<file path="config.mk">
export PLATFORM = sky130hd
export DESIGN_NAME = circular_deque
export DESIGN_NICKNAME = d
export VERILOG_FILES = /design/src/rtl/cdq_pkg.sv /design/src/rtl/cdq_ram.sv /design/src/rtl/cdq_ptr.sv /design/src/rtl/circular_deque.sv
export VERILOG_INCLUDE_DIRS = /design/src /design/src/rtl
export SDC_FILE = /design/constraint.sdc
export NUM_CORES = 1
export LEC_CHECK = 0
export BUFFER_PORTS_ARGS = -buffer_cell sky130_fd_sc_hd__buf_4
export CAP_MARGIN = 20
export CORE_UTILIZATION = 65
export DETAILED_ROUTE_END_ITERATION = 12
export PLACE_DENSITY = 0.85
export RECOVER_POWER = 100
export REMOVE_ABC_BUFFERS = 1
export SLEW_MARGIN = 0
export SYNTH_ARGS = -nofsm -noshare
export SYNTH_HDL_FRONTEND = slang
export SYNTH_SLANG_ARGS = --single-unit
</file>
<file path="constraint.sdc">
create_clock -name clock -period 13.9 [get_ports clock]
set_input_delay 2.78 -clock clock [delete_from_list [all_inputs] [get_ports clock]]
set_output_delay 2.78 -clock clock [all_outputs]
set_load 0.01 [all_outputs]
</file>
<file path="src/rtl/circular_deque_defines.svh">
// ----------------------------------------------------------------------------
// circular_deque assertion macros
// Simulation-only concurrent checks; empty bodies under synthesis.
// Users must have clock and reset in scope.
// ----------------------------------------------------------------------------
`ifndef CIRCULAR_DEQUE_DEFINES_SVH
`define CIRCULAR_DEQUE_DEFINES_SVH

`ifndef SYNTHESIS
// same-cycle implication
`define CDQ_ASSERT(label, ante, cons) \
   label: assert property (@(posedge clock) disable iff (reset) (ante) |-> (cons)) \
      else $error("circular_deque: check failed");
// next-cycle implication
`define CDQ_ASSERT_NEXT(label, ante, cons) \
   label: assert property (@(posedge clock) disable iff (reset) (ante) |=> (cons)) \
      else $error("circular_deque: check failed");
`else
`define CDQ_ASSERT(label, ante, cons)
`define CDQ_ASSERT_NEXT(label, ante, cons)
`endif

`endif

</file>
<file path="src/rtl/cdq_pkg.sv">
// ----------------------------------------------------------------------------
// cdq_pkg
// Shared codes, widths and types of the circular deque.
// ----------------------------------------------------------------------------
`default_nettype none

package cdq_pkg;

   localparam int DEFAULT_DEPTH = 8;
   localparam int DATA_W        = 32;
   localparam int OP_W          = 3;
   localparam int STATUS_W      = 2;

   // request codes
   localparam logic [OP_W-1:0] OP_PUSH_REAR = 3'd0;
   localparam logic [OP_W-1:0] OP_POP_FRONT = 3'd1;
   localparam logic [OP_W-1:0] OP_POP_REAR  = 3'd2;
   localparam logic [OP_W-1:0] OP_PEEK      = 3'd3;
   localparam logic [OP_W-1:0] OP_DUMP      = 3'd4;

   // result status codes
   localparam logic [STATUS_W-1:0] ST_OK        = 2'd0;
   localparam logic [STATUS_W-1:0] ST_OVERFLOW  = 2'd1;
   localparam logic [STATUS_W-1:0] ST_UNDERFLOW = 2'd2;

   // index/occupancy update request
   typedef struct packed {
      logic push;
      logic pop_front;
      logic pop_rear;
   } ptr_cmd_type;

   // result control carried alongside the ram read
   typedef struct packed {
      logic [STATUS_W-1:0] status;
      logic                last;
      logic                use_data;
   } rsp_ctl_type;

endpackage

`default_nettype wire

</file>
<file path="src/rtl/cdq_ram.sv">
// ----------------------------------------------------------------------------
// cdq_ram
// Generic simple dual-port RAM, one write and one registered read port.
// ----------------------------------------------------------------------------
`default_nettype none

module cdq_ram #(
   parameter int WIDTH = 32,
   parameter int DEPTH = 8
) (
   input  wire logic                     clock,
   input  wire logic                     wr_en,
   input  wire logic [$clog2(DEPTH)-1:0] wr_addr,
   input  wire logic [WIDTH-1:0]         wr_data,
   input  wire logic                     rd_en,
   input  wire logic [$clog2(DEPTH)-1:0] rd_addr,
   output      logic [WIDTH-1:0]         rd_data
);

   logic [WIDTH-1:0] mem_ff [DEPTH];
   logic [WIDTH-1:0] rd_data_ff;

   always_ff @(posedge clock) begin
      if (wr_en) begin
         mem_ff[wr_addr] <= wr_data;
      end
      if (rd_en) begin
         rd_data_ff <= mem_ff[rd_addr];
      end
   end

   assign rd_data = rd_data_ff;

endmodule

`default_nettype wire

</file>
<file path="src/rtl/cdq_ptr.sv">
// ----------------------------------------------------------------------------
// cdq_ptr
// Head and tail indices and occupancy of the ring buffer.
// ----------------------------------------------------------------------------
`default_nettype none
`include "circular_deque_defines.svh"

module cdq_ptr #(
   parameter int DEPTH = cdq_pkg::DEFAULT_DEPTH
) (
   input  wire logic                       clock,
   input  wire logic                       reset,
   input  wire cdq_pkg::ptr_cmd_type       cmd,
   output      logic [$clog2(DEPTH)-1:0]   head_index,
   output      logic [$clog2(DEPTH)-1:0]   tail_index,
   output      logic [$clog2(DEPTH+1)-1:0] occupancy,
   output      logic [$clog2(DEPTH)-1:0]   push_index
);
   import cdq_pkg::*;

   localparam int IDX_W = $clog2(DEPTH);
   localparam int CNT_W = $clog2(DEPTH + 1);
   localparam logic [IDX_W-1:0] LAST_IDX = IDX_W'(DEPTH - 1);

   logic [IDX_W-1:0] head_ff, head_in;
   logic [IDX_W-1:0] tail_ff, tail_in;
   logic [CNT_W-1:0] occ_ff, occ_in;
   logic [IDX_W-1:0] head_inc, tail_inc, tail_dec;
   logic             going_empty;
   logic [CNT_W:0]   tail_sum;
   logic [IDX_W-1:0] tail_expect;

   assign head_inc    = (head_ff == LAST_IDX) ? '0 : head_ff + 1'b1;
   assign tail_inc    = (tail_ff == LAST_IDX) ? '0 : tail_ff + 1'b1;
   assign tail_dec    = (tail_ff == '0) ? LAST_IDX : tail_ff - 1'b1;
   assign going_empty = (occ_ff == CNT_W'(1));

   // push into an empty queue restarts at entry zero
   assign push_index = (occ_ff == '0) ? '0 : tail_inc;

   always_comb begin
      head_in = head_ff;
      tail_in = tail_ff;
      occ_in  = occ_ff;
      priority if (cmd.push) begin
         tail_in = push_index;
         if (occ_ff == '0) begin
            head_in = '0;
         end
         occ_in = occ_ff + 1'b1;
      end else if (cmd.pop_front || cmd.pop_rear) begin
         occ_in = occ_ff - 1'b1;
         if (going_empty) begin
            head_in = '0;
            tail_in = '0;
         end else if (cmd.pop_front) begin
            head_in = head_inc;
         end else begin
            tail_in = tail_dec;
         end
      end else begin
         occ_in = occ_ff;
      end
   end

   always_ff @(posedge clock) begin
      if (reset) begin
         head_ff <= '0;
         tail_ff <= '0;
         occ_ff  <= '0;
      end else begin
         head_ff <= head_in;
         tail_ff <= tail_in;
         occ_ff  <= occ_in;
      end
   end

   assign head_index = head_ff;
   assign tail_index = tail_ff;
   assign occupancy  = occ_ff;

   // expected rear position from front and count
   assign tail_sum    = (CNT_W+1)'(head_ff) + (CNT_W+1)'(occ_ff) - 1'b1;
   assign tail_expect = (tail_sum >= (CNT_W+1)'(DEPTH)) ?
                        IDX_W'(tail_sum - (CNT_W+1)'(DEPTH)) : IDX_W'(tail_sum);

   `CDQ_ASSERT(a_empty_idx_zero, occ_ff == '0, head_ff == '0 && tail_ff == '0)
   `CDQ_ASSERT(a_tail_consistent, occ_ff != '0, tail_ff == tail_expect)
   `CDQ_ASSERT(a_no_push_full, cmd.push, occ_ff != CNT_W'(DEPTH))

endmodule

`default_nettype wire

</file>
<file path="src/rtl/circular_deque.sv">
// Path: accepted request -> ram read stage -> output register -> rsp_valid.
// Throughput: push, pop and peek take one item per cycle while rsp_ready does not
//   stall the output; a dump holds req_ready low and streams one word per cycle,
//   set by the single ram read port, while the output is not stalled.
// Reset: synchronous; clears indices, occupancy and pipeline valids. Entry ram is
//   not cleared; only written entries are ever read.
// ----------------------------------------------------------------------------
// circular_deque
// Ring-buffer double-ended queue of signed 32-bit words with dump streaming.
// ----------------------------------------------------------------------------
`default_nettype none
`include "circular_deque_defines.svh"

module circular_deque #(
   parameter int DEPTH = cdq_pkg::DEFAULT_DEPTH
) (
   input  wire logic                               clock,
   input  wire logic                               reset,
   input  wire logic                               req_valid,
   output      logic                               req_ready,
   input  wire logic        [cdq_pkg::OP_W-1:0]    req_op,
   input  wire logic signed [cdq_pkg::DATA_W-1:0]  req_value,
   output      logic                               rsp_valid,
   input  wire logic                               rsp_ready,
   output      logic        [cdq_pkg::STATUS_W-1:0] rsp_status,
   output      logic signed [cdq_pkg::DATA_W-1:0]  rsp_data,
   output      logic                               rsp_last
);
   import cdq_pkg::*;

   localparam int IDX_W = $clog2(DEPTH);
   localparam int CNT_W = $clog2(DEPTH + 1);
   localparam logic [IDX_W-1:0] LAST_IDX = IDX_W'(DEPTH - 1);

   // pointer state
   ptr_cmd_type      cmd;
   logic [IDX_W-1:0] head_index, tail_index, push_index;
   logic [CNT_W-1:0] occupancy;
   logic             empty, full;

   // ram ports
   logic              ram_wr_en, ram_rd_en;
   logic [IDX_W-1:0]  ram_rd_addr;
   logic [DATA_W-1:0] ram_rd_data;

   // read stage: control for the word coming out of the ram
   logic        s1_valid_ff, s1_valid_in;
   rsp_ctl_type s1_ctl_ff, s1_ctl_in;
   logic        s1_move, slot_free;

   // dump sequencer
   logic             dump_busy_ff, dump_busy_in;
   logic [IDX_W-1:0] dump_idx_ff, dump_idx_in;
   logic [CNT_W-1:0] dump_rem_ff, dump_rem_in;
   logic             dump_step;
   logic [IDX_W-1:0] head_inc, dump_inc;

   // output register
   logic                rsp_valid_ff, rsp_valid_in;
   logic [STATUS_W-1:0] rsp_status_ff;
   logic [DATA_W-1:0]   rsp_data_ff;
   logic                rsp_last_ff;

   logic accept, issue;

   assign empty = (occupancy == '0);
   assign full  = (occupancy == CNT_W'(DEPTH));

   // read stage advances when the output register is empty or draining
   assign s1_move   = s1_valid_ff && (!rsp_valid_ff || rsp_ready);
   assign slot_free = !s1_valid_ff || s1_move;
   assign req_ready = slot_free && !dump_busy_ff;
   assign accept    = req_valid && req_ready;
   assign dump_step = dump_busy_ff && slot_free;

   assign head_inc = (head_index == LAST_IDX) ? '0 : head_index + 1'b1;
   assign dump_inc = (dump_idx_ff == LAST_IDX) ? '0 : dump_idx_ff + 1'b1;

   // request decode, dump stepping and ram read issue
   always_comb begin
      cmd          = '0;
      ram_wr_en    = 1'b0;
      ram_rd_en    = 1'b0;
      ram_rd_addr  = head_index;
      issue        = 1'b0;
      s1_ctl_in    = s1_ctl_ff;
      dump_busy_in = dump_busy_ff;
      dump_idx_in  = dump_idx_ff;
      dump_rem_in  = dump_rem_ff;

      if (dump_step) begin
         issue              = 1'b1;
         ram_rd_en          = 1'b1;
         ram_rd_addr        = dump_idx_ff;
         s1_ctl_in.status   = ST_OK;
         s1_ctl_in.use_data = 1'b1;
         s1_ctl_in.last     = (dump_rem_ff == CNT_W'(1));
         dump_idx_in        = dump_inc;
         dump_rem_in        = dump_rem_ff - 1'b1;
         dump_busy_in       = (dump_rem_ff != CNT_W'(1));
      end else if (accept) begin
         s1_ctl_in.last     = 1'b1;
         s1_ctl_in.use_data = 1'b0;
         s1_ctl_in.status   = ST_OK;
         unique case (req_op)
            OP_PUSH_REAR: begin
               issue = 1'b1;
               if (full) begin
                  s1_ctl_in.status = ST_OVERFLOW;
               end else begin
                  cmd.push  = 1'b1;
                  ram_wr_en = 1'b1;
               end
            end
            OP_POP_FRONT, OP_POP_REAR, OP_PEEK: begin
               issue = 1'b1;
               if (empty) begin
                  s1_ctl_in.status = ST_UNDERFLOW;
               end else begin
                  ram_rd_en          = 1'b1;
                  s1_ctl_in.use_data = 1'b1;
                  ram_rd_addr        = (req_op == OP_POP_REAR) ? tail_index : head_index;
                  cmd.pop_front      = (req_op == OP_POP_FRONT);
                  cmd.pop_rear       = (req_op == OP_POP_REAR);
               end
            end
            OP_DUMP: begin
               issue = 1'b1;
               if (empty) begin
                  s1_ctl_in.status = ST_UNDERFLOW;
               end else begin
                  // first word goes out now, the rest through the sequencer
                  ram_rd_en          = 1'b1;
                  s1_ctl_in.use_data = 1'b1;
                  s1_ctl_in.last     = (occupancy == CNT_W'(1));
                  dump_busy_in       = (occupancy != CNT_W'(1));
                  dump_idx_in        = head_inc;
                  dump_rem_in        = occupancy - 1'b1;
               end
            end
            default: begin
               issue = 1'b0;   // unused codes: dropped silently
            end
         endcase
      end else begin
         issue = 1'b0;
      end
   end

   assign s1_valid_in  = issue ? 1'b1 : (s1_move ? 1'b0 : s1_valid_ff);
   assign rsp_valid_in = s1_move ? 1'b1 : (rsp_ready ? 1'b0 : rsp_valid_ff);

   always_ff @(posedge clock) begin
      if (reset) begin
         s1_valid_ff  <= 1'b0;
         rsp_valid_ff <= 1'b0;
         dump_busy_ff <= 1'b0;
      end else begin
         s1_valid_ff  <= s1_valid_in;
         rsp_valid_ff <= rsp_valid_in;
         dump_busy_ff <= dump_busy_in;
      end
   end

   // payload registers
   always_ff @(posedge clock) begin
      s1_ctl_ff   <= s1_ctl_in;
      dump_idx_ff <= dump_idx_in;
      dump_rem_ff <= dump_rem_in;
      if (s1_move) begin
         rsp_status_ff <= s1_ctl_ff.status;
         rsp_last_ff   <= s1_ctl_ff.last;
         rsp_data_ff   <= s1_ctl_ff.use_data ? ram_rd_data : '0;
      end
   end

   cdq_ptr #(
      .DEPTH (DEPTH)
   ) u_ptr (
      .clock      (clock),
      .reset      (reset),
      .cmd        (cmd),
      .head_index (head_index),
      .tail_index (tail_index),
      .occupancy  (occupancy),
      .push_index (push_index)
   );

   // a push is written at the edge of its accept; any later read sees it
   cdq_ram #(
      .WIDTH (DATA_W),
      .DEPTH (DEPTH)
   ) u_ram (
      .clock   (clock),
      .wr_en   (ram_wr_en),
      .wr_addr (push_index),
      .wr_data (req_value),
      .rd_en   (ram_rd_en),
      .rd_addr (ram_rd_addr),
      .rd_data (ram_rd_data)
   );

   assign rsp_valid  = rsp_valid_ff;
   assign rsp_status = rsp_status_ff;
   assign rsp_data   = rsp_data_ff;
   assign rsp_last   = rsp_last_ff;

   // a word waiting in the read stage must not be overwritten by a new read
   `CDQ_ASSERT_NEXT(a_rd_hold, s1_valid_ff && !s1_move, $stable(ram_rd_data))
   // no state change while a dump is streaming
   `CDQ_ASSERT(a_dump_no_cmd, dump_busy_ff, cmd == '0 && !ram_wr_en)

endmodule

`default_nettype wire

</file>
-- Yosys cells after proc, flatten, opt, wreduce, memory -nomap -nowiden
Memories as Yosys holds them, arrays and structs flattened. A register that Yosys moved wholly into a read port is not among the register bits.
Index checks and enable logic that the tools add are counted.
- equality and inequality tests: 15
- add/sub/neg operators: 7
- reductions and logical operators: 25
- muxes and demuxes: 62
- operators by type and width (cell ; count):
    two-way mux 3 bit ; 25
    two-way mux 4 bit ; 6
    two-way mux 1 bit ; 23
    equality test 3 bit, second input constant ; 4
    two-way mux 2 bit ; 6
    nonzero test 2 bit ; 5
    adder 3 x 1 -> 3 bit, second input constant ; 3
    equality test 4 x 1 -> 1 bit, second input constant ; 2
    != test 4 x 1 -> 1 bit, second input constant ; 2
    subtractor 4 x 1 -> 4 bit, second input constant ; 2
    equality test 3 x 2 -> 1 bit, second input constant ; 2
    zero test 3 bit ; 2
    AND reduction 3 bit ; 2
    OR reduction 5 bit ; 1
    adder 4 x 1 -> 4 bit, second input constant ; 1
    equality test 4 bit, second input constant ; 1
    logical AND 1 bit ; 4
    zero test 4 bit ; 1
    != test 2 x 1 -> 1 bit, second input constant ; 2
    case mux 2 bit (2 select lines) ; 1
    OR reduction 4 bit ; 1
    equality test 3 x 1 -> 1 bit, second input constant ; 1
    zero test 1 bit ; 3
    logical OR 1 bit ; 3
    other kinds (6) ; 6
- word-level logic and storage cells: 124
- output and inout bits: 37
- input port bits: 39
- memory bits (writable): 256
- bits in registers: 59
- memories: 1
- memories (memory ; depth ; width ; rd ports ; clocked after Yosys merged registers in ; write ports ; RTL line ; text):
    u_ram.mem_ff ; 8 ; 32 ; 1 ; 1 ; 1 ; cdq_ram.sv:20 ; logic [WIDTH-1:0] mem_ff [DEPTH];

-- Longest topological paths before layout
Gate-level depths: netlist (run 1).
- depth in word-level cells: 12
- mapped depth: 11
- gate-level depth less buffers: 8

-- Cells and area by module
From an unflattened synthesis (run 1), not the netlist that was laid out.
- cell total of the unflattened synthesis: 655
- area, all modules: 13616.8 µm²
- modules (own cells, without submodules) (module ; cells an instance ; instances ; seq. area each (µm²) ; area each (µm²)):
    cdq_ram ; 415 ; 1 ; 8648.3 ; 10786.6
    circular_deque ; 166 ; 1 ; 1411.4 ; 2173.3
    cdq_ptr ; 74 ; 1 ; 200.2 ; 656.9

-- Worst setup path after synthesis (run 1)
No wires, ideal clock.
- path kind: input port to flip-flop
- from: input req_op[1] (netlist bit)
- to: memory u_ram.mem_ff[3][0] (enable)
- arrival: 6.219 ns
- stages on the path: 5
- buffers on the path: 1
- setup slack: 7.220 ns
- cell sequence: clkbuf_1 nor2_1 nand4_1 or4_1 nor3_1
- cells in the longest elaborated chain, start to end: 6
- ends and longest elaborated chain (what ; RTL line ; text):
    start, declared ; circular_deque.sv:21 ; input wire logic [cdq_pkg::OP_W-1:0] req_op,
    zero test 3 bit ; circular_deque.sv:105 ; unique case (req_op)
    two-way mux 1 bit ; circular_deque.sv:105 ;
    two-way mux 1 bit ; circular_deque.sv:101 ; end else if (accept) begin
    two-way mux 1 bit ; circular_deque.sv:91 ; if (dump_step) begin
    two-way mux 1 bit ; cdq_ram.sv:24 ; if (wr_en) begin
    two-way mux 1 bit (not written as such) ; cdq_ram.sv:25 ; mem_ff[wr_addr] <= wr_data;
    end, declared ; cdq_ram.sv:20 ;
No other way between the ends.

-- Final worst setup path (run 1)
- from: input req_op[2] (netlist bit)
- to: register u_ram.rd_data_ff[14] (netlist: u_ram.rd_data[14]), read port of u_ram.mem_ff, data pin
- cells in the longest elaborated chain, start to end: 6
- elaborated cells on any way between the ends: 14
- ends and longest elaborated chain (what ; RTL line ; text):
    equality test 3 x 2 -> 1 bit ; circular_deque.sv:105, circular_deque.sv:122 ;
    two-way mux 3 bit ; circular_deque.sv:122 ; ram_rd_addr = (req_op == OP_POP_REAR) ? tail_index : head_index;
    two-way mux 3 bit ; circular_deque.sv:117 ; if (empty) begin
    two-way mux 3 bit ; circular_deque.sv:105 ;
    two-way mux 3 bit ; circular_deque.sv:101 ;
    two-way mux 3 bit ; circular_deque.sv:91 ;
    end, declared ; cdq_ram.sv:21 ; logic [WIDTH-1:0] rd_data_ff;
Parallel ways exist; a longest one is shown, timed or not.
A chain may end at the register's enable or synchronous reset.

==> results.py, run 1 <==
metrics = {
    "grt": {
        "grt.total_usage_pct": 26.0,
        "antenna_found_initial": 0,
        "grt_max_degree": 120,
        "grt_pass1_vias": 8019,
        "grt_overflow": 0,
        "grt_pass1_wl_um": 43000,
    },
    "routing": {
        "vias_per_cell": 6.50,
        "drc_errors": 0,
        "drt_iter0_drc": 711,
        "routed_wl_um": 28300,
        "postRouteAntennaNets": 0,
        "vias": 7990,
        "drt_first_pass_iters": 6,
        "wl_per_cell_um": 23.0,
    },
    "sta": {
        "setup_tns_ns": 0,
        "hold_viol_final": 0,
        "max_freq_ghz": 0.138,
        "setup_viol_count_final": 0,
        "grt_setup_unrepaired": "no",
        "fin_ws_ns": 6.67,
        "finalCritPeriodShare_pct": 52.0,
        "drv_slew": 399,
        "finalClockSkew_ns": 0.00915,
        "maxSlewHeadroom_pct": -111,
        "worstMarginPinSlew_ns": 3.16,
        "finalCriticalPeriod_ns": 7.23,
    },
    "power_and_ir_drop": {
        "p_clk_share_pct": 39.5,
        "sw_frac_of_total_pct": 21.0,
        "p_int_w": 0.00170,
        "seqPwrFrac_pct": 54.8,
        "pwr-share-comb_pct": 5.6,
        "p_sw_w": 0.000451,
        "p_leak_nw": 4.74,
        "peakVddDrop_mv": 0.0810,
        "power_density_nw_per_um2": 139,
    },
    "worst_setup_path": {
        "cp.required_ns": 14.15,
        "cp-start-kind": "primary input",
        "cp-end-kind": "register",
        "worstPathCellList": "clkbuf_1 > nor3b_1 > nand4_2 > mux2i_1 > a21o_2 > clkbuf_1 > a2111oi_0 > a2111oi_0",
        "worstReg2RegEnd": "u_ram.rd_data[14]",
        "startpoint": "req_op[2]",
        "cp_slowest_cell": "clkbuf_1",
        "max_stage_delay_ns": 2.22,
        "r2r_cells": 9,
        "rr_startpoint": "u_ptr.occupancy[0]",
        "criticalPathCategory": "in -> reg",
        "crit_path_max_fanout": 64,
        "r2r_slack_ns": 8.42,
        "critical_path_arrival_ns": 7.47,
        "crit_end": "u_ram.rd_data[14]",
    },
    "clock_tree": {
        "postCtsSetupRepairBufs": 0,
        "tritoncts": "built",
        "htreeDepth": 2,
        "cts.sinks": 347,
        "cts_inserted_buffers": 34,
        "root_buffer": "clkbuf_16",
        "cts_hold_buffers": 0,
        "clkLatencyLatePin_ns": 0.50,
        "clk_pin_slew_ns": 0.06,
        "ctsResizeCount": 0,
        "clockBufferDepth": 3,
    },
    "floorplan": {
        "top_level_ports": 76,
        "num_rows": 53,
        "start_util_pct": 66.5,
        "core_area_um2": 21000,
        "dieWidth_um": 149,
        "die_area_um2": 22100,
        "die_y_um": 149,
    },
    "synth": {
        "ys_types": 49,
        "synth_seq_cells": 347,
        "synth_area_um2": 14000,
        "synth_edf_count": 331,
        "syn_inst": 857,
        "ys.flop_type": "edfxtp_1",
        "syn_area_per_cell_um2": 16.3,
        "yosysSeqAreaShare_pct": 73.4,
        "ys_warn_count": 0,
        "synthArstFlopShare_pct": 0,
    },
    "layout": {
        "nNetsFinal": 983,
        "antenna_cells": 0,
        "fillCellCount": 1228,
        "syn_to_final_growth_pct": 10.8,
        "drive_above_1_share_pct": 7.34,
    },
    "hold_path": {
        "hold_class": "reg -> reg",
    },
    "status": {
        "status": "complete, but fails checks",
        "failed_checks": "capacitance limit, slew limit",
    },
    "placed_design": {
        "port_buffers": 75,
        "dp.final_hpwl_um": 14600,
        "gp_congestion": 0.793,
        "place_ws_ns": 7.15,
    },
    "job": {
        "maxCapViolCount": 11,
    },
}
-- metal layers --
layer	GRT usage [%]	vias up	share of wire (%)
met5	0	-	0
met4	10.3	0	2.6
met3	4.29	63	7.1
met2	43.9	380	51
met1	33.7	3967	39
li1	-	3580	-
-- stage by stage --
step | hold WS [ns] | power, W | cells | util, % | cell area (um2)
detailed placement | 0.421 | 0.00133 | 1167 | 70.2 | 14700
CTS | 0.434 | 0.00217 | 1227 | 75.1 | 15800
floorplan | 0.400 | 0.00127 | 800 | - | 13600
global placement | 0.411 | 0.00132 | 1167 | 70.2 | 14700
finish | 0.435 | 0.00215 | 1229 | 73.7 | 15500
global route | 0.439 | 0.00221 | 1229 | 73.7 | 15500
-- kinds of logic (layout without fill, tap and decap cells) --
group,after synthesis,count (layout),share of synthesized area (%)
and+or+nand+nor,212,212,9.02
muxes,37,37,2.65
DFF,347,347,73.4
AOI/OAI and AO/OA,172,172,10.4
adders and majority gates,14,14,1.25
buffers and inverters,67,164,2.78
xor gates and xnor gates,8,8,0.501
-- worst min path at each step --
stage                       startpoint  slack (ns)       endpoint  cells after the start
after global routing      s1_ctl_ff[2]        0.44  rsp_status[0]                      0
after floorplan           s1_ctl_ff[1]        0.40       rsp_last                      0
after CTS                 s1_ctl_ff[2]        0.43  rsp_status[0]                      0
final                     s1_ctl_ff[2]        0.44  rsp_status[0]                      0
after global placement    s1_ctl_ff[1]        0.41       rsp_last                      0
after detailed placement  s1_ctl_ff[2]        0.42  rsp_status[0]                      0
-- cells in the mapped netlist, drive strengths merged, types with 13 or more instances --
| master | n | area (um2) |
|---|---|---|
| edfxtp | 331 | 9940 |
| a2111oi | 128 | 1160 |
| nor2b | 96 | 601 |
| clkbuf | 39 | 151 |
| mux2i | 37 | 370 |
| and2 | 35 | 219 |
| nor2 | 22 | 82.6 |
| nand2 | 19 | 71.3 |
| buf | 18 | 199 |
| a21oi | 16 | 87.6 |
| dfxtp | 16 | 320 |
| ha | 14 | 175 |
| o21ai | 13 | 65.1 |
-- layout by cell type (no fill, tap or decap), drive strengths merged, types with 4 or more instances in the layout --
| cell | synthesis | routed |
|---|---|---|
| and2 | 35 | 35 |
| o21ai | 13 | 13 |
| nor3 | 9 | 9 |
| buf | 18 | 11 |
| a21oi | 16 | 16 |
| clkinv | 0 | 8 |
| a2111oi | 128 | 128 |
| mux2i | 37 | 37 |
| ha | 14 | 14 |
| dfxtp | 16 | 16 |
| nand3 | 5 | 5 |
| nor2 | 22 | 22 |
| nor2b | 96 | 96 |
| nand2 | 19 | 19 |
| clkbuf | 39 | 133 |
| nand3b | 4 | 4 |
| inv | 10 | 11 |
| edfxtp | 331 | 331 |
| or3 | 4 | 4 |
| nand4 | 4 | 4 |
| xnor2 | 5 | 5 |
-- state kept, by name, indices dropped and copies added (netlist names), 2 cells and up --
| signal | flops |
|---|---|
| u_ram.mem_ff | 256 |
| rsp_data | 32 |
| u_ram.rd_data | 32 |
| dump_rem_ff | 4 |
| s1_ctl_ff | 4 |
| u_ptr.occupancy | 4 |
| dump_idx_ff | 3 |
| u_ptr.head_index | 3 |
| u_ptr.tail_index | 3 |
| rsp_status | 2 |
-- area by class of cell --
cell class | count | area, um2 | share of cell area, %
inverters | 10 | 37.5 | 0.242
repair buffers | 94 | 434 | 2.80
multi-input cells | 443 | 3370 | 21.8
clock inverters | 10 | 50.0 | 0.323
flip-flops and latches | 347 | 10300 | 66.3
well taps | 275 | 344 | 2.22
clock buffers | 50 | 985 | 6.36
-- critical path, delay by kind of cell --
kind | cells | cell delay, ns
AO/OA/AOI/OAI | 3 | 1.12
multiplexers | 1 | 0.35
AND/OR/NAND/NOR | 2 | 0.86
buffers and inverters | 2 | 2.33
-- power groups by stage --
stage / combinational [W] / sequential, W / clock (W)
4_1_cts: 0.000130 / 0.00118 / 0.000861
2_1_floorplan: 0.0000686 / 0.00120 / 0
6_report: 0.000121 / 0.00118 / 0.000851
3_3_place_gp: 0.000123 / 0.00120 / 0
5_1_grt: 0.000132 / 0.00118 / 0.000897
3_5_place_dp: 0.000128 / 0.00120 / 0
No activity file was read; power rests on OpenSTA's default activity.
==> run 2, diff against run 1 <==
- CORE_UTILIZATION: 65 -> 61
- PLACE_DENSITY: 0.85 -> 0.81
- clock period: 13.9 -> 7.4 ns (I/O delays scaled with it)
==> run 2 against run 1 <==
The flow still finishes with violations (capacitance limit, slew limit). Clock-buffer cell count decreased by 8. Sequential share of layout area increased by 0.33 points. Highest routed layer unchanged. Sequential power increased by 87%. Utilization decreased by 5.4 points. Non-clock buffer count increased by 1.
==> results.py, run 2 (synthesis results as in run 1) <==
metrics = {
    "grt": {
        "grt_overflow": 0,
        "grt.total_usage_pct": 24.0,
        "grt_max_degree": 136,
        "antenna_found_initial": 1,
        "grt_pass1_vias": 7756,
        "grt_pass1_wl_um": 42800,
    },
    "clock_tree": {
        "tritoncts": "built",
        "ctsResizeCount": 0,
        "cts_inserted_buffers": 34,
        "cts.sinks": 347,
        "htreeDepth": 2,
        "root_buffer": "clkbuf_16",
        "postCtsSetupRepairBufs": 0,
        "cts_hold_buffers": 0,
        "clk_pin_slew_ns": 0.06,
        "clkLatencyLatePin_ns": 0.51,
        "clockBufferDepth": 3,
    },
    "worst_setup_path": {
        "path_buf_inv": 2,
        "crit_path_max_fanout": 18,
        "cp.required_ns": 7.50,
        "r2r_slack_ns": 2.58,
        "r2r_cells": 10,
        "max_stage_delay_ns": 1.22,
        "worstPathCellList": "clkbuf_1 > nor3b_1 > nand4_1 > or4_1 > nor2_1 > clkbuf_1",
        "rr_startpoint": "u_ptr.occupancy[0]",
        "cp_slowest_cell": "nor2_1",
        "worstReg2RegEnd": "u_ram.rd_data[29]",
        "criticalPathCategory": "in -> reg",
        "path_delay_family": "simple AND/OR/NAND/NOR gates",
        "cp-end-kind": "register",
        "cp_common_cell": "clkbuf_1",
        "cp-start-kind": "primary input",
        "critical_path_arrival_ns": 5.54,
    },
    "placed_design": {
        "gp_congestion": 0.822,
        "dp.final_hpwl_um": 14900,
        "dp.cells": 1179,
        "port_buffers": 75,
    },
    "layout": {
        "nNetsFinal": 984,
        "post-route-util_pct": 68.3,
        "final_common_cell": "edfxtp_1",
        "drive_above_1_share_pct": 7.02,
        "fillCellCount": 1510,
        "top_register": "u_ram.mem_ff",
        "largest_register_ffs": 256,
        "layout_common_cells": "331 x edfxtp_1, 109 x a2111oi_0, 96 x nor2b_1, 93 x clkbuf_1, 37 x mux2i_1",
        "syn_to_final_growth_pct": 10.3,
        "fin_cells": 1241,
    },
    "floorplan": {
        "start_util_pct": 61.9,
        "die_area_um2": 23500,
        "core_area_um2": 22600,
        "top_level_ports": 76,
        "die_y_um": 153,
        "num_rows": 55,
        "dieWidth_um": 153,
    },
    "sta": {
        "worstMarginPinSlew_ns": 2.60,
        "max_freq_ghz": 0.184,
        "finalCritPeriodShare_pct": 73.5,
        "finalCriticalPeriod_ns": 5.44,
        "setup_tns_ns": 0,
        "finalClockSkew_ns": 0.0216,
        "grt_setup_unrepaired": "no",
        "setup_viol_count_final": 0,
        "drv_slew": 327,
        "hold_viol_final": 0,
        "maxSlewHeadroom_pct": -73.6,
        "timing.hold.ws_ns": 0.430,
    },
    "routing": {
        "vias_per_cell": 6.33,
        "drc_errors": 0,
        "vias": 7850,
        "routed_wl_um": 28000,
        "wl_per_cell_um": 22.6,
        "drt_iter0_drc": 623,
        "drt_first_pass_iters": 5,
        "postRouteAntennaNets": 0,
    },
    "power_and_ir_drop": {
        "p_leak_nw": 4.71,
        "pwr-share-comb_pct": 5.5,
        "sw_frac_of_total_pct": 21.4,
        "p_sw_w": 0.000861,
        "peakVddDrop_mv": 0.253,
        "seqPwrFrac_pct": 54.9,
        "p_int_w": 0.00317,
        "p_clk_share_pct": 39.6,
        "power_density_nw_per_um2": 262,
    },
    "status": {
        "failed_checks": "capacitance limit, slew limit",
        "status": "complete, but fails checks",
    },
    "hold_path": {
        "min_path_cells": 0,
        "worstHoldStart": "s1_ctl_ff[1]",
        "whs_endpoint": "rsp_last",
        "hold_class": "reg -> reg",
    },
    "job": {
        "maxCapViolCount": 12,
    },
}
[run 2: cell type report]
type	count	area [um2]	area share (%)
Sequential cell	347	10300	66.6
Multi-Input combinational cell	443	3320	21.6
Clock buffer	42	902	5.86
Timing Repair Buffer	95	403	2.62
Tap cell	285	357	2.31
Clock inverter	17	120	0.780
Inverter	10	37.5	0.244
Antenna cell	2	5.00	0.0325
[run 2: power groups by stage]
stage | logic, W | registers (W) | clock network, W
after floorplan | 0.000129 | 0.00226 | 0
after detailed placement | 0.000244 | 0.00225 | 0
after CTS | 0.000245 | 0.00221 | 0.00161
final | 0.000224 | 0.00221 | 0.00160
after global routing | 0.000244 | 0.00222 | 0.00169
after global placement | 0.000236 | 0.00225 | 0
[run 2: worst max path at each step]
stage               from                   to  slack, ns  depth (start not counted)
4_1_cts        req_op[2]     u_ram.rd_data[6]       3.15                          8
5_1_grt        req_op[2]  u_ram.mem_ff[7][12]       1.59                          6
2_1_floorplan  req_op[2]   u_ram.mem_ff[3][0]       2.09                          4
3_3_place_gp   req_op[2]    u_ram.rd_data[24]       2.76                          8
6_report       req_op[2]  u_ram.mem_ff[7][31]       1.96                          6
3_5_place_dp   req_op[2]     u_ram.rd_data[7]       2.65                          8
[run 2: metal layers]
layer / vias to the layer above / global-route usage (%) / wire length [um]
li1: 3583 / - / -
met1: 3893 / 31.5 / 11300
met2: 312 / 40.1 / 14000
met3: 62 / 3.69 / 1880
met4: 0 / 10.3 / 803
met5: - / 0 / 0
[run 2: stage by stage]
| stage | area [um2] | setup slack, ns | power (W) |
|---|---|---|---|
| 2_1_floorplan | 13600 | 2.09 | 0.00239 |
| 3_3_place_gp | 14800 | 2.76 | 0.00249 |
| 3_5_place_dp | 14800 | 2.65 | 0.00250 |
| 4_1_cts | 15800 | 3.15 | 0.00407 |
| 5_1_grt | 15400 | 1.59 | 0.00415 |
| 6_report | 15400 | 1.96 | 0.00403 |
[run 2: worst reg2reg max path: cells and delay by family (launching register included)]
family / cells / cell delay [ns]
and+or+nand+nor: 3 / 1.85
buffers and inverters: 3 / 1.35
AOI/OAI and AO/OA: 2 / 0.40
DFF: 1 / 0.35
muxes: 1 / 0.30
adders and majority gates: 1 / 0.23
